<file path="src/hw/rtl/drns_pkg.sv">
`timescale 1ns / 1ps
// ----------------------------------------------------------------------------
// drns_pkg: shared types and constants for the directional neighbor select
// Request and response payloads, focus and running-best records, codes.
// ----------------------------------------------------------------------------
package drns_pkg;

	localparam int EDGE_W         = 32;                     // Q16.16 edge coordinate
	localparam int CTR_W          = EDGE_W + 1;             // doubled center (edge sum)
	localparam int GAP_W          = EDGE_W + 1;             // clamped edge gap
	localparam int OFF_W          = CTR_W + 1;              // center offset magnitude
	localparam int MAX_CANDIDATES = 256;
	localparam int IDX_W          = $clog2(MAX_CANDIDATES);
	localparam int CNT_W          = $clog2(MAX_CANDIDATES + 1);
	localparam int BEST_W         = 9;
	localparam int EPS_MUL_W      = 7;
	localparam int EPS_MUL        = 107;
	localparam int EPS_SHIFT      = 20;
	localparam int PROD_W         = EDGE_W + EPS_MUL_W;
	localparam int TOL_W          = PROD_W - EPS_SHIFT;

	typedef enum logic [1:0] {
		DIR_LEFT  = 2'd0,
		DIR_RIGHT = 2'd1,
		DIR_UP    = 2'd2,
		DIR_DOWN  = 2'd3
	} drns_dir_t;

	typedef enum logic {
		ACT_BEGIN = 1'b0,
		ACT_CAND  = 1'b1
	} drns_action_t;

	typedef struct packed {
		drns_action_t             action;
		drns_dir_t                direction;
		logic                     require_overlap;
		logic signed [EDGE_W-1:0] left;
		logic signed [EDGE_W-1:0] top;
		logic signed [EDGE_W-1:0] right;
		logic signed [EDGE_W-1:0] bottom;
		logic                     last;
	} drns_req_t;

	typedef struct packed {
		logic signed [BEST_W-1:0] best_index;
		logic                     found;
		logic                     overflow;
	} drns_rsp_t;

	typedef struct packed {
		logic signed [EDGE_W-1:0] l;
		logic signed [EDGE_W-1:0] t;
		logic signed [EDGE_W-1:0] r;
		logic signed [EDGE_W-1:0] b;
		logic signed [CTR_W-1:0]  cx;
		logic signed [CTR_W-1:0]  cy;
		logic [TOL_W-1:0]         tol;
		drns_dir_t                dir;
		logic                     req;
	} drns_focus_t;

	typedef struct packed {
		logic             found;
		logic [IDX_W-1:0] idx;
		logic             ov;
		logic [GAP_W-1:0] gap;
		logic [OFF_W-1:0] perp;
		logic [OFF_W-1:0] axis;
	} drns_best_t;

	typedef struct packed {
		logic             take;
		logic             ov;
		logic [GAP_W-1:0] gap;
		logic [OFF_W-1:0] perp;
		logic [OFF_W-1:0] axis;
	} drns_rank_t;

	localparam drns_focus_t FOCUS_RESET = '{
		l: '0, t: '0, r: '0, b: '0, cx: '0, cy: '0, tol: '0, dir: DIR_LEFT, req: 1'b0
	};

	localparam drns_best_t BEST_CLEAR = '{
		found: 1'b0, idx: '0, ov: 1'b0, gap: '1, perp: '1, axis: '1
	};

endpackage

</file>
<file path="src/hw/rtl/drns_rank.sv">
`timescale 1ns / 1ps
// ----------------------------------------------------------------------------
// drns_rank: candidate filter and ranking against the running best
// Computes keys of one candidate and whether it replaces the current best.
// ----------------------------------------------------------------------------
module drns_rank (
	input  drns_pkg::drns_focus_t                 focus,
	input  drns_pkg::drns_best_t                  best,
	input  logic signed [drns_pkg::EDGE_W-1:0]    left,
	input  logic signed [drns_pkg::EDGE_W-1:0]    top,
	input  logic signed [drns_pkg::EDGE_W-1:0]    right,
	input  logic signed [drns_pkg::EDGE_W-1:0]    bottom,
	output drns_pkg::drns_rank_t                  rank
);
	import drns_pkg::*;

	logic signed [CTR_W-1:0]  cx, cy;
	logic signed [OFF_W-1:0]  dx, dy;
	logic [OFF_W-1:0]         adx, ady;
	logic                     horiz, fwd, ahead, concentric, ov, keep, better;
	logic signed [EDGE_W-1:0] ga, gb;
	logic signed [EDGE_W:0]   gap_raw;
	logic [GAP_W-1:0]         gap;
	logic [OFF_W-1:0]         perp, axis;
	logic [TOL_W:0]           eps2;
	logic                     gap_lt, gap_le, perp_lt, perp_le, axis_lt;

	always_comb begin
		cx = {left[EDGE_W-1], left} + {right[EDGE_W-1], right};
		cy = {top[EDGE_W-1], top} + {bottom[EDGE_W-1], bottom};
		dx = {cx[CTR_W-1], cx} - {focus.cx[CTR_W-1], focus.cx};
		dy = {cy[CTR_W-1], cy} - {focus.cy[CTR_W-1], focus.cy};
		adx = dx[OFF_W-1] ? (~dx + 1'b1) : dx;
		ady = dy[OFF_W-1] ? (~dy + 1'b1) : dy;

		horiz = (focus.dir == DIR_LEFT) || (focus.dir == DIR_RIGHT);
		fwd   = (focus.dir == DIR_RIGHT) || (focus.dir == DIR_DOWN);
		concentric = (cx == focus.cx) && (cy == focus.cy);

		if (horiz) begin
			ahead = fwd ? (cx > focus.cx) : (cx < focus.cx);
			ga    = fwd ? left : focus.l;
			gb    = fwd ? focus.r : right;
			// positive vertical overlap: min(bottoms) above max(tops)
			ov    = (focus.b > focus.t) && (focus.b > top) &&
				(bottom > focus.t) && (bottom > top);
			perp  = ady;
			axis  = adx;
		end else begin
			ahead = fwd ? (cy > focus.cy) : (cy < focus.cy);
			ga    = fwd ? top : focus.t;
			gb    = fwd ? focus.b : bottom;
			ov    = (focus.r > focus.l) && (focus.r > left) &&
				(right > focus.l) && (right > left);
			perp  = adx;
			axis  = ady;
		end

		gap_raw = {ga[EDGE_W-1], ga} - {gb[EDGE_W-1], gb};
		gap     = gap_raw[EDGE_W] ? '0 : {1'b0, gap_raw[EDGE_W-1:0]};
		eps2    = {focus.tol, 1'b0};

		// tolerance compares, widened by one bit so nothing wraps
		gap_lt  = ({1'b0, gap} + (GAP_W+1)'(focus.tol)) < {1'b0, best.gap};
		gap_le  = {1'b0, gap} <= ({1'b0, best.gap} + (GAP_W+1)'(focus.tol));
		perp_lt = ({1'b0, perp} + (OFF_W+1)'(eps2)) < {1'b0, best.perp};
		perp_le = {1'b0, perp} <= ({1'b0, best.perp} + (OFF_W+1)'(eps2));
		axis_lt = ({1'b0, axis} + (OFF_W+1)'(eps2)) < {1'b0, best.axis};

		keep   = !concentric && ahead && !(focus.req && !ov);
		better = (ov != best.ov) ? ov :
			(gap_lt || (gap_le && (perp_lt || (perp_le && axis_lt))));

		rank.take = keep && better;
		rank.ov   = ov;
		rank.gap  = gap;
		rank.perp = perp;
		rank.axis = axis;
	end

endmodule

</file>
<file path="src/hw/rtl/directional_rect_neighbor_select_unit.sv">
`timescale 1ns / 1ps
// ----------------------------------------------------------------------------
// directional_rect_neighbor_select_unit: nearest rectangle in a direction
// Streams a focus rectangle and candidates, returns the best candidate index.
// ----------------------------------------------------------------------------
// Usage:
//   Request channel (req_valid / req_stall / req_data): a begin request sets
//   the focus rectangle, direction and overlap flag; each candidate request
//   is numbered from 0 and ranked against the running best. A request with
//   last set ends the list and produces one response.
//   Response channel (rsp_valid / rsp_stall / rsp_data): best_index (-1 when
//   nothing qualified), found and overflow.
//   Throughput: one request per cycle unless a last request is held. Each
//   request is registered, then ranked and folded into the running best;
//   the loop through the ranking compare and the best register sets this.
//   Response: rsp_valid is registered and rises at the edge that folds the
//   last request into the running best; a response still held by rsp_stall
//   delays that fold.
//   Stall: a waiting response holds only a later request that carries last,
//   and the requests queued behind it; others flow into the running best.
//   Reset: focus is the zero rectangle, direction left, no overlap demand,
//   the running best and candidate count are cleared, no response pending.
// ----------------------------------------------------------------------------
module directional_rect_neighbor_select_unit (
	input  logic                clk,
	input  logic                arst_n,
	input  logic                req_valid,
	output logic                req_stall,
	input  drns_pkg::drns_req_t req_data,
	output logic                rsp_valid,
	input  logic                rsp_stall,
	output drns_pkg::drns_rsp_t rsp_data
);
	import drns_pkg::*;

	// input register
	logic        req_valid_s1;
	drns_req_t   req_s1;
	logic        adv;

	// query state and running best
	drns_focus_t focus_q, focus_d;
	drns_best_t  best_q, best_d;
	logic [CNT_W-1:0] cnt_q, cnt_d;
	logic        ovf_q, ovf_d;

	// response register
	logic        rsp_valid_q;
	drns_rsp_t   rsp_q, rsp_d;
	logic        emit;

	drns_rank_t  rank;

	// tolerance of a new focus
	logic signed [EDGE_W:0]   span_w, span_h, span_mx;
	logic [EDGE_W-1:0]        span_m;
	logic [PROD_W-1:0]        prod;

	drns_rank u_rank (
		.focus  (focus_q),
		.best   (best_q),
		.left   (req_s1.left),
		.top    (req_s1.top),
		.right  (req_s1.right),
		.bottom (req_s1.bottom),
		.rank   (rank)
	);

	// Hold the registered request only when it carries last and the previous
	// response is still waiting to be taken.
	assign adv       = req_valid_s1 && !(req_s1.last && rsp_valid_q && rsp_stall);
	assign req_stall = req_valid_s1 && !adv;
	assign rsp_valid = rsp_valid_q;
	assign rsp_data  = rsp_q;

	always_comb begin
		span_w  = {req_s1.right[EDGE_W-1], req_s1.right} - {req_s1.left[EDGE_W-1], req_s1.left};
		span_h  = {req_s1.bottom[EDGE_W-1], req_s1.bottom} - {req_s1.top[EDGE_W-1], req_s1.top};
		span_mx = (span_w > span_h) ? span_w : span_h;
		// an empty or inverted focus counts as one LSB
		span_m  = (!span_mx[EDGE_W] && (span_mx != '0)) ? span_mx[EDGE_W-1:0] : EDGE_W'(1);
		prod    = PROD_W'(span_m) * PROD_W'(EPS_MUL);
	end

	always_comb begin
		focus_d = focus_q;
		best_d  = best_q;
		cnt_d   = cnt_q;
		ovf_d   = ovf_q;
		rsp_d   = rsp_q;
		emit    = 1'b0;
		if (adv) begin
			if (req_s1.action == ACT_BEGIN) begin
				// load the new focus and restart the list
				focus_d.l   = req_s1.left;
				focus_d.t   = req_s1.top;
				focus_d.r   = req_s1.right;
				focus_d.b   = req_s1.bottom;
				focus_d.cx  = {req_s1.left[EDGE_W-1], req_s1.left} +
					{req_s1.right[EDGE_W-1], req_s1.right};
				focus_d.cy  = {req_s1.top[EDGE_W-1], req_s1.top} +
					{req_s1.bottom[EDGE_W-1], req_s1.bottom};
				focus_d.tol = prod[PROD_W-1:EPS_SHIFT];
				focus_d.dir = req_s1.direction;
				focus_d.req = req_s1.require_overlap;
				best_d      = BEST_CLEAR;
				cnt_d       = '0;
				ovf_d       = 1'b0;
			end else if (cnt_q == CNT_W'(MAX_CANDIDATES)) begin
				// drop candidates past capacity, remember that it happened
				ovf_d = 1'b1;
			end else begin
				if (rank.take) begin
					best_d.found = 1'b1;
					best_d.idx   = cnt_q[IDX_W-1:0];
					best_d.ov    = rank.ov;
					best_d.gap   = rank.gap;
					best_d.perp  = rank.perp;
					best_d.axis  = rank.axis;
				end
				cnt_d = cnt_q + 1'b1;
			end
			if (req_s1.last) begin
				// report the list, then clear for the next one against same focus
				emit             = 1'b1;
				rsp_d.best_index = best_d.found ? BEST_W'(best_d.idx) : '1;
				rsp_d.found      = best_d.found;
				rsp_d.overflow   = ovf_d;
				best_d           = BEST_CLEAR;
				cnt_d            = '0;
				ovf_d            = 1'b0;
			end
		end
	end

	always_ff @(posedge clk or negedge arst_n) begin
		if (!arst_n) begin
			req_valid_s1 <= 1'b0;
			rsp_valid_q  <= 1'b0;
			focus_q      <= FOCUS_RESET;
			best_q       <= BEST_CLEAR;
			cnt_q        <= '0;
			ovf_q        <= 1'b0;
		end else begin
			if (req_valid && !req_stall) begin
				req_valid_s1 <= 1'b1;
			end else if (adv) begin
				req_valid_s1 <= 1'b0;
			end
			if (emit) begin
				rsp_valid_q <= 1'b1;
			end else if (!rsp_stall) begin
				rsp_valid_q <= 1'b0;
			end
			focus_q <= focus_d;
			best_q  <= best_d;
			cnt_q   <= cnt_d;
			ovf_q   <= ovf_d;
		end
	end

	always_ff @(posedge clk) begin
		if (req_valid && !req_stall) begin
			req_s1 <= req_data;
		end
		if (emit) begin
			rsp_q <= rsp_d;
		end
	end

	// found and a non-negative index always travel together
	assert property (@(posedge clk) disable iff (!arst_n)
		rsp_valid_q |-> (rsp_q.found == !rsp_q.best_index[BEST_W-1]))
		else $error("found disagrees with best_index sign");

	// the candidate count saturates at capacity
	assert property (@(posedge clk) disable iff (!arst_n)
		cnt_q <= CNT_W'(MAX_CANDIDATES))
		else $error("candidate count beyond capacity");

	// a completed list leaves a cleared running best
	assert property (@(posedge clk) disable iff (!arst_n)
		(adv && req_s1.last) |=> (cnt_q == '0) && !best_q.found && !ovf_q && rsp_valid_q)
		else $error("running best not cleared after a response");

	// back-pressure only comes from a pending response blocking a last request
	assert property (@(posedge clk) disable iff (!arst_n)
		req_stall |-> (req_valid_s1 && req_s1.last && rsp_valid_q))
		else $error("request stalled without a waiting response");

endmodule
</file>
<file path="config.mk">
export PLATFORM = sky130hd
export DESIGN_NAME = directional_rect_neighbor_select_unit
export DESIGN_NICKNAME = d
export VERILOG_FILES = /design/src/hw/rtl/drns_pkg.sv /design/src/hw/rtl/drns_rank.sv /design/src/hw/rtl/directional_rect_neighbor_select_unit.sv
export SDC_FILE = /design/constraint.sdc
export NUM_CORES = 2
export LEC_CHECK = 0
export ABC_AREA = 0
export BUFFER_PORTS_ARGS = -buffer_cell sky130_fd_sc_hd__buf_2
export CORE_MARGIN = 10
export CORE_UTILIZATION = 45
export DETAILED_ROUTE_END_ITERATION = 16
export GPL_ROUTABILITY_DRIVEN = 0
export HOLD_SLACK_MARGIN = 0.02
export SLEW_MARGIN = 30
export SYNTH_ARGS = -nofsm -noshare
export SYNTH_HDL_FRONTEND = slang
export SYNTH_HIERARCHICAL = 1
export SYNTH_SLANG_ARGS = --single-unit
</file>
<file path="constraint.sdc">
create_clock -name clk -period 12.2 [get_ports clk]
set_input_delay 1.83 -clock clk [delete_from_list [all_inputs] [get_ports clk]]
set_output_delay 1.83 -clock clk [all_outputs]
set_load 0.05 [all_outputs]
</file>
# --- After elaboration in Yosys (flattened, before gate mapping) ---
# Index checks and enable logic that the tools add are counted.
word_totals:
  regBits: 483
  latchBits: 0
  ram_bits: 0
  romBits: 0
  in_bits: 137
  out_inout_bits: 13
  word_cells: 151
  n_memories: 0
classes:
  add_sub_neg: 15
  n_mul: 1
  div: 0
  n_lt_le_gt_ge: 18
  n_eq_ne: 10
  shift: 0
  n_mux: 36
  bitwise: 3
  reduce_logical: 37
ops:
  columns: ["op", "n"]
  rows:
  - ["$mux W111", 5]
  - ["$gt A32 B32 Y1", 8]
  - ["$mux W32", 8]
  - ["$mux W34", 4]
  - ["$add A34 B20 Y35", 3]
  - ["$gt A33 B33 Y1", 3]
  - ["$sub A32 B32 Y33", 3]
  - ["$lt A35 B34 Y1", 2]
  - ["$add A33 B19 Y34", 2]
  - ["$add A34 B1 Y34 const B", 2]
  - ["$not A34 Y34", 2]
  - ["$sub A33 B33 Y34", 2]
  - ["$add A32 B32 Y33", 2]
  - ["$eq A33 B33 Y1", 2]
  - ["$lt A33 B33 Y1", 2]
  - ["$mul A32 B7 Y39 const B", 1]
  - ["$mux W9", 4]
  - ["$le A34 B35 Y1", 1]
  - ["$le A33 B34 Y1", 1]
  - ["$lt A34 B33 Y1", 1]
  - ["$mux W33", 1]
  - ["$reduce_bool A33 Y1", 1]
  - ["$logic_and A1 B1 Y1", 19]
  - ["$mux W1", 14]
  - ["16 further kinds", 27]

# --- Longest topological paths before layout ---
depth:
  word_depth: 19
  mapped_depth: 61
  depth_no_buf: 58

# --- Cells and area by module ---
# Netlist, hierarchy kept.
by_module_without_submodules:
  columns: ["module", "n_inst", "cells_per_inst", "area_each_um2", "seq_area_each_um2"]
  rows:
  - ["directional_rect_neighbor_select_unit", 1, 2906, 29208.0, 12933.7]
  - ["drns_rank", 1, 3846, 28300.9, 0.0]

# --- Worst setup path after synthesis ---
# Ideal clock, no wire load.
synth_timing:
  path_type: "reg-to-reg"
  startpoint: "register req_s1[97] (netlist name)"
  endpoint: "register best_q[60] (netlist name)"
  t_arrival_ns: 11.233
  setup_slack_ns: 0.906
  stages_incl_launch_ff: 61
  path_buffers: 4
  cell_sequence: "edfxtp_1 > ha_1 > inv_1 > fa_1 > o21bai_1 > a21oi_1 > o21ai_0 > a2111oi_0 > o41ai_1 > a21oi_1 > o211ai_1 > a21o_1 > a21oi_1 > o211ai_1 > a21oi_1 > nor2_1 > nor2_1 > xnor2_1 > [... 25 more ...] > a21boi_1 > xor2_1 > ha_1 > a21o_1 > a21o_1 > a21oi_1 > o21ai_0 > nand2b_1 > a31oi_1 > o41ai_1 > a2bb2oi_1 > o22ai_1 > a21oi_1 > nand2_1 > a31oi_1 > clkbuf_1 > clkbuf_1 > o22a_1"
synth_rtl:
  columns: ["element", "line_no", "text"]
  rows:
  - ["start, declared", "directional_rect_neighbor_select_unit.sv:38", "drns_req_t req_s1;"]
  - ["start signal, assigned", "directional_rect_neighbor_select_unit.sv:164", "req_s1 <= req_data;"]
  - ["end signal, assigned", "directional_rect_neighbor_select_unit.sv:156", "best_q <= best_d;"]
  - ["end, declared", "directional_rect_neighbor_select_unit.sv:43", "drns_best_t best_q, best_d;"]

==> impl_metrics.prom <==
# TYPE chip_impl_metric gauge
chip_impl_info{name="run_status",value="finished, final reports clean"} 1
chip_impl_metric{name="route.detailed.drc",unit=""} 0
chip_impl_metric{name="grt_first_pass_wirelength",unit="um"} 313000
chip_impl_metric{name="synth-seq-area-share",unit=""} 0.225
chip_impl_metric{name="fillers",unit=""} 12200
chip_impl_metric{name="antenna_found_initial",unit=""} 4
chip_impl_metric{name="placement.io_buffers",unit=""} 149
chip_impl_metric{name="clk-insertion-delay-late",unit="ns"} 0.72
chip_impl_metric{name="cts_num_sinks",unit=""} 483
chip_impl_metric{name="whs_path_depth",unit=""} 2
chip_impl_metric{name="nets",unit=""} 8217
chip_impl_metric{name="number_of_setup_violations_in_the_final_report",unit=""} 0
chip_impl_metric{name="first_pass_drt_iterations",unit=""} 6
chip_impl_metric{name="vias",unit=""} 52500
chip_impl_metric{name="asyncSetResetFlopFracSynth",unit=""} 0.702
chip_impl_metric{name="multiInputGateArea",unit="mm2"} 0.0415
chip_impl_metric{name="cp_data_required_time",unit="ns"} 12.83
chip_impl_metric{name="grt_remaining_overflow",unit=""} 0
chip_impl_metric{name="number_of_warning_messages_in_the_yosys_log",unit=""} 6
chip_impl_info{name="critical_path.endpoint_type",value="register"} 1
chip_impl_metric{name="via_per_inst",unit=""} 6.00
chip_impl_info{name="category_of_the_critical_setup_timing_path",value="register to register"} 1
chip_impl_info{name="r2r_end",value="best_q[62]"} 1
chip_impl_info{name="synth_flop_cell",value="dfrtp_1"} 1
chip_impl_info{name="cts_tree",value="built"} 1
chip_impl_metric{name="synth.ff_latch_count",unit=""} 483
chip_impl_metric{name="fp-row-count",unit=""} 131
chip_impl_metric{name="synth.lib_cells_used.distinct",unit=""} 112
chip_impl_metric{name="grtUsageTotal",unit=""} 0.284
chip_impl_metric{name="first_global_vias",unit=""} 50200
chip_impl_metric{name="synthesis.nets",unit=""} 7942
chip_impl_metric{name="tightestPinTransition",unit="ns"} 1.14
chip_impl_info{name="reg2reg_launch_point",value="focus_q[2]"} 1
chip_impl_metric{name="rr_worst_depth",unit=""} 50
chip_impl_metric{name="timing_hold_violations_final",unit=""} 0
chip_impl_metric{name="io_pins",unit=""} 150
chip_impl_metric{name="place_inst",unit=""} 8617
chip_impl_metric{name="layout.cells.non_filler",unit=""} 8741
chip_impl_metric{name="finalWorstPathRequiredPeriod",unit="ns"} 11.74
chip_impl_metric{name="cts_buffers",unit=""} 60
chip_impl_metric{name="layout_setup_ws",unit="ns"} 0.458
chip_impl_metric{name="period_share",unit=""} 0.962
chip_impl_metric{name="hpwlAfterDp",unit="um"} 172000
chip_impl_info{name="cts.root.buffer_cell",value="clkbuf_16"} 1
chip_impl_metric{name="critPathMaxStageDelay",unit="ns"} 0.84
chip_impl_metric{name="post_synth.cell_area_avg",unit="um2"} 8.52
chip_impl_metric{name="setup.reg_to_reg.worst_slack",unit="ns"} 0.46
chip_impl_metric{name="cp_max_fo",unit=""} 31
chip_impl_metric{name="clk_pin_slew",unit="ns"} 0.06
chip_impl_info{name="whs_endpoint",value="focus_q[0]"} 1
chip_impl_metric{name="cts_hold_buf",unit=""} 0
chip_impl_metric{name="drive_above_1_share",unit=""} 0.120
chip_impl_metric{name="routed_wl",unit="um"} 209000
chip_impl_metric{name="areaGrowthSynthToFinish",unit="%"} 11.6
chip_impl_metric{name="totalNegativeSetupSlack",unit="ns"} 0
chip_impl_metric{name="postSynthCellCount",unit=""} 6752
chip_impl_metric{name="maximum_number_of_pins_on_one_net_before_global_route_repair",unit=""} 103
chip_impl_info{name="slowest_stage",value="a2111oi_1"} 1
chip_impl_info{name="start_kind",value="register"} 1
chip_impl_info{name="holdCritPathClass",value="register to register"} 1
chip_impl_metric{name="f_max",unit="MHz"} 85.2
chip_impl_metric{name="finalMaxSlewViolations",unit=""} 0
chip_impl_metric{name="seqCellArea",unit="mm2"} 0.0129
chip_impl_metric{name="die_h",unit="um"} 377
chip_impl_metric{name="drtAntennaViolNets",unit=""} 0
chip_impl_metric{name="antenna-diode-count",unit=""} 0
chip_impl_info{name="cpMostUsedCell",value="buf_4"} 1
chip_impl_metric{name="design.core.area",unit="mm2"} 0.127
chip_impl_metric{name="synthesis.area",unit="mm2"} 0.0575
chip_impl_metric{name="die_x",unit="um"} 377
chip_impl_metric{name="drtIter0Drc",unit=""} 4812
chip_impl_metric{name="maxCapViolCount",unit=""} 0
chip_impl_metric{name="htree_num_levels",unit=""} 2
chip_impl_metric{name="initial_utilization",unit=""} 0.452
chip_impl_metric{name="synth_enable_flop_cells",unit=""} 144
chip_impl_metric{name="cts_buffer_depth",unit=""} 3
chip_impl_metric{name="route.detailed.wl_per_inst",unit="um"} 24.0
chip_impl_metric{name="slew_headroom",unit=""} 0.231
chip_impl_metric{name="timing.critical_path.arrival",unit="ns"} 12.37
chip_impl_metric{name="dp_slack",unit="ns"} 0.128
chip_impl_info{name="timing.hold.worst.start",value="req_s1[129]"} 1
chip_impl_metric{name="finalClockSkew",unit="ns"} 0.0407
chip_impl_metric{name="floorplan.die_area",unit="mm2"} 0.142
==> placed cells by master, fill, tap and decap left out, types with 97 or more instances in the layout <==
master	instances
xor2_1	130
edfxtp_1	144
o21ai_0	376
nand2_1	585
xnor2_1	321
nand4_1	126
nand2b_1	100
nand3_1	102
dfrtp_1	236
o22a_1	104
buf_4	262
dfstp_2	101
nor2_1	479
a21oi_1	487
ha_1	957
nor3_1	136
nor2b_1	97
inv_1	687
buf_2	148
a21o_1	203
==> cells in the mapped netlist (88+ instances only) <==
library cell	count	area, um2
o21a_1	88	661
clkbuf_1	165	619
nand4_1	126	788
nor2b_1	97	607
edfxtp_1	144	4320
inv_1	688	2580
o22a_1	104	911
a21o_1	203	1520
xnor2_1	324	2840
nand2b_1	101	632
fa_1	96	1920
ha_1	957	12000
dfstp_2	101	2650
dfrtp_1	238	5960
nor2_1	480	1800
nand2_1	585	2200
xor2_1	130	1140
a21oi_1	497	2490
nand3_1	103	515
o21ai_0	386	1930
nor3_1	141	706
==> worst max-delay path, delay by kind of cell (launching register included) <==
kind | cells | cell delay, ns
AO/OA/AOI/OAI | 21 | 5.51
XOR/XNOR | 1 | 0.17
adder cells (fa/ha/maj) | 3 | 0.83
buffers and inverters | 10 | 2.31
flip-flops | 1 | 0.68
multiplexers | 1 | 0.38
AND/OR/NAND/NOR | 14 | 1.70
==> registers in the layout, indices dropped and copies added, names as in the netlist <==
| signal | count |
|---|---|
| req_s1 | 133 |
| cnt_q | 9 |
| rsp_data | 11 |
| rsp_valid | 1 |
| focus_q | 216 |
| req_valid_s1 | 1 |
| ovf_q | 1 |
| best_q | 111 |
==> cell families (layout without fill, tap and decap cells) <==
kind of cell / count (synthesis) / count (layout) / share of synthesized area
AO/OA/AOI/OAI: 1817 / 1817 / 0.207
XOR/XNOR: 456 / 456 / 0.0697
adder cells (fa/ha/maj): 1053 / 1053 / 0.242
buffers and inverters: 899 / 1226 / 0.0594
flip-flops: 483 / 483 / 0.225
multiplexers: 120 / 120 / 0.0349
other: 1 / 1 / 0.0000652
AND/OR/NAND/NOR: 1923 / 1923 / 0.163
==> how the worst max path moves through the flow <==
stage,startpoint,to,slack (ns),cells after the start
after floorplan,req_s1[97],best_q[60],0.91,60
after global placement,req_s1[98],best_q[107],0.32,53
after detailed placement,req_s1[34],best_q[1],0.13,59
after CTS,req_s1[34],best_q[82],0.04,59
after global routing,req_s1[65],best_q[106],-0.09,58
final,focus_q[2],best_q[62],0.46,50
==> timing repair <==
item,4_1_cts,5_1_grt
setup endpoints to repair,0,124
resized for setup,0,62
buffers inserted,0,9
==> per-stage QoR <==
stage | hold slack [ns] | utilization | instance area, um2
6_report | 0.443 | 0.504 | 64200
5_1_grt | 0.480 | 0.504 | 64200
4_1_cts | 0.443 | 0.502 | 63800
3_5_place_dp | 0.427 | 0.485 | 61700
3_3_place_gp | 0.425 | 0.485 | 61700
2_1_floorplan | 0.415 | - | 57500
==> final cells by class <==
class,count,area share
Multi-Input combinational cell,5370,0.647
Sequential cell,483,0.202
Timing Repair Buffer,424,0.0460
Inverter,688,0.0403
Tap cell,1662,0.0324
Clock buffer,66,0.0245
Clock inverter,48,0.00776
==> layer usage <==
metal | up-vias | global-route usage | wire (um)
li1 | 24700 | - | -
met1 | 25300 | 0.389 | 90700
met2 | 2052 | 0.439 | 90000
met3 | 364 | 0.0398 | 16200
met4 | 6 | 0.140 | 12500
met5 | - | 0 | 36
Power is left out: the tool's default activity adds up to more than one toggle a clock period on the data nets, which glitch-free logic cannot reach.
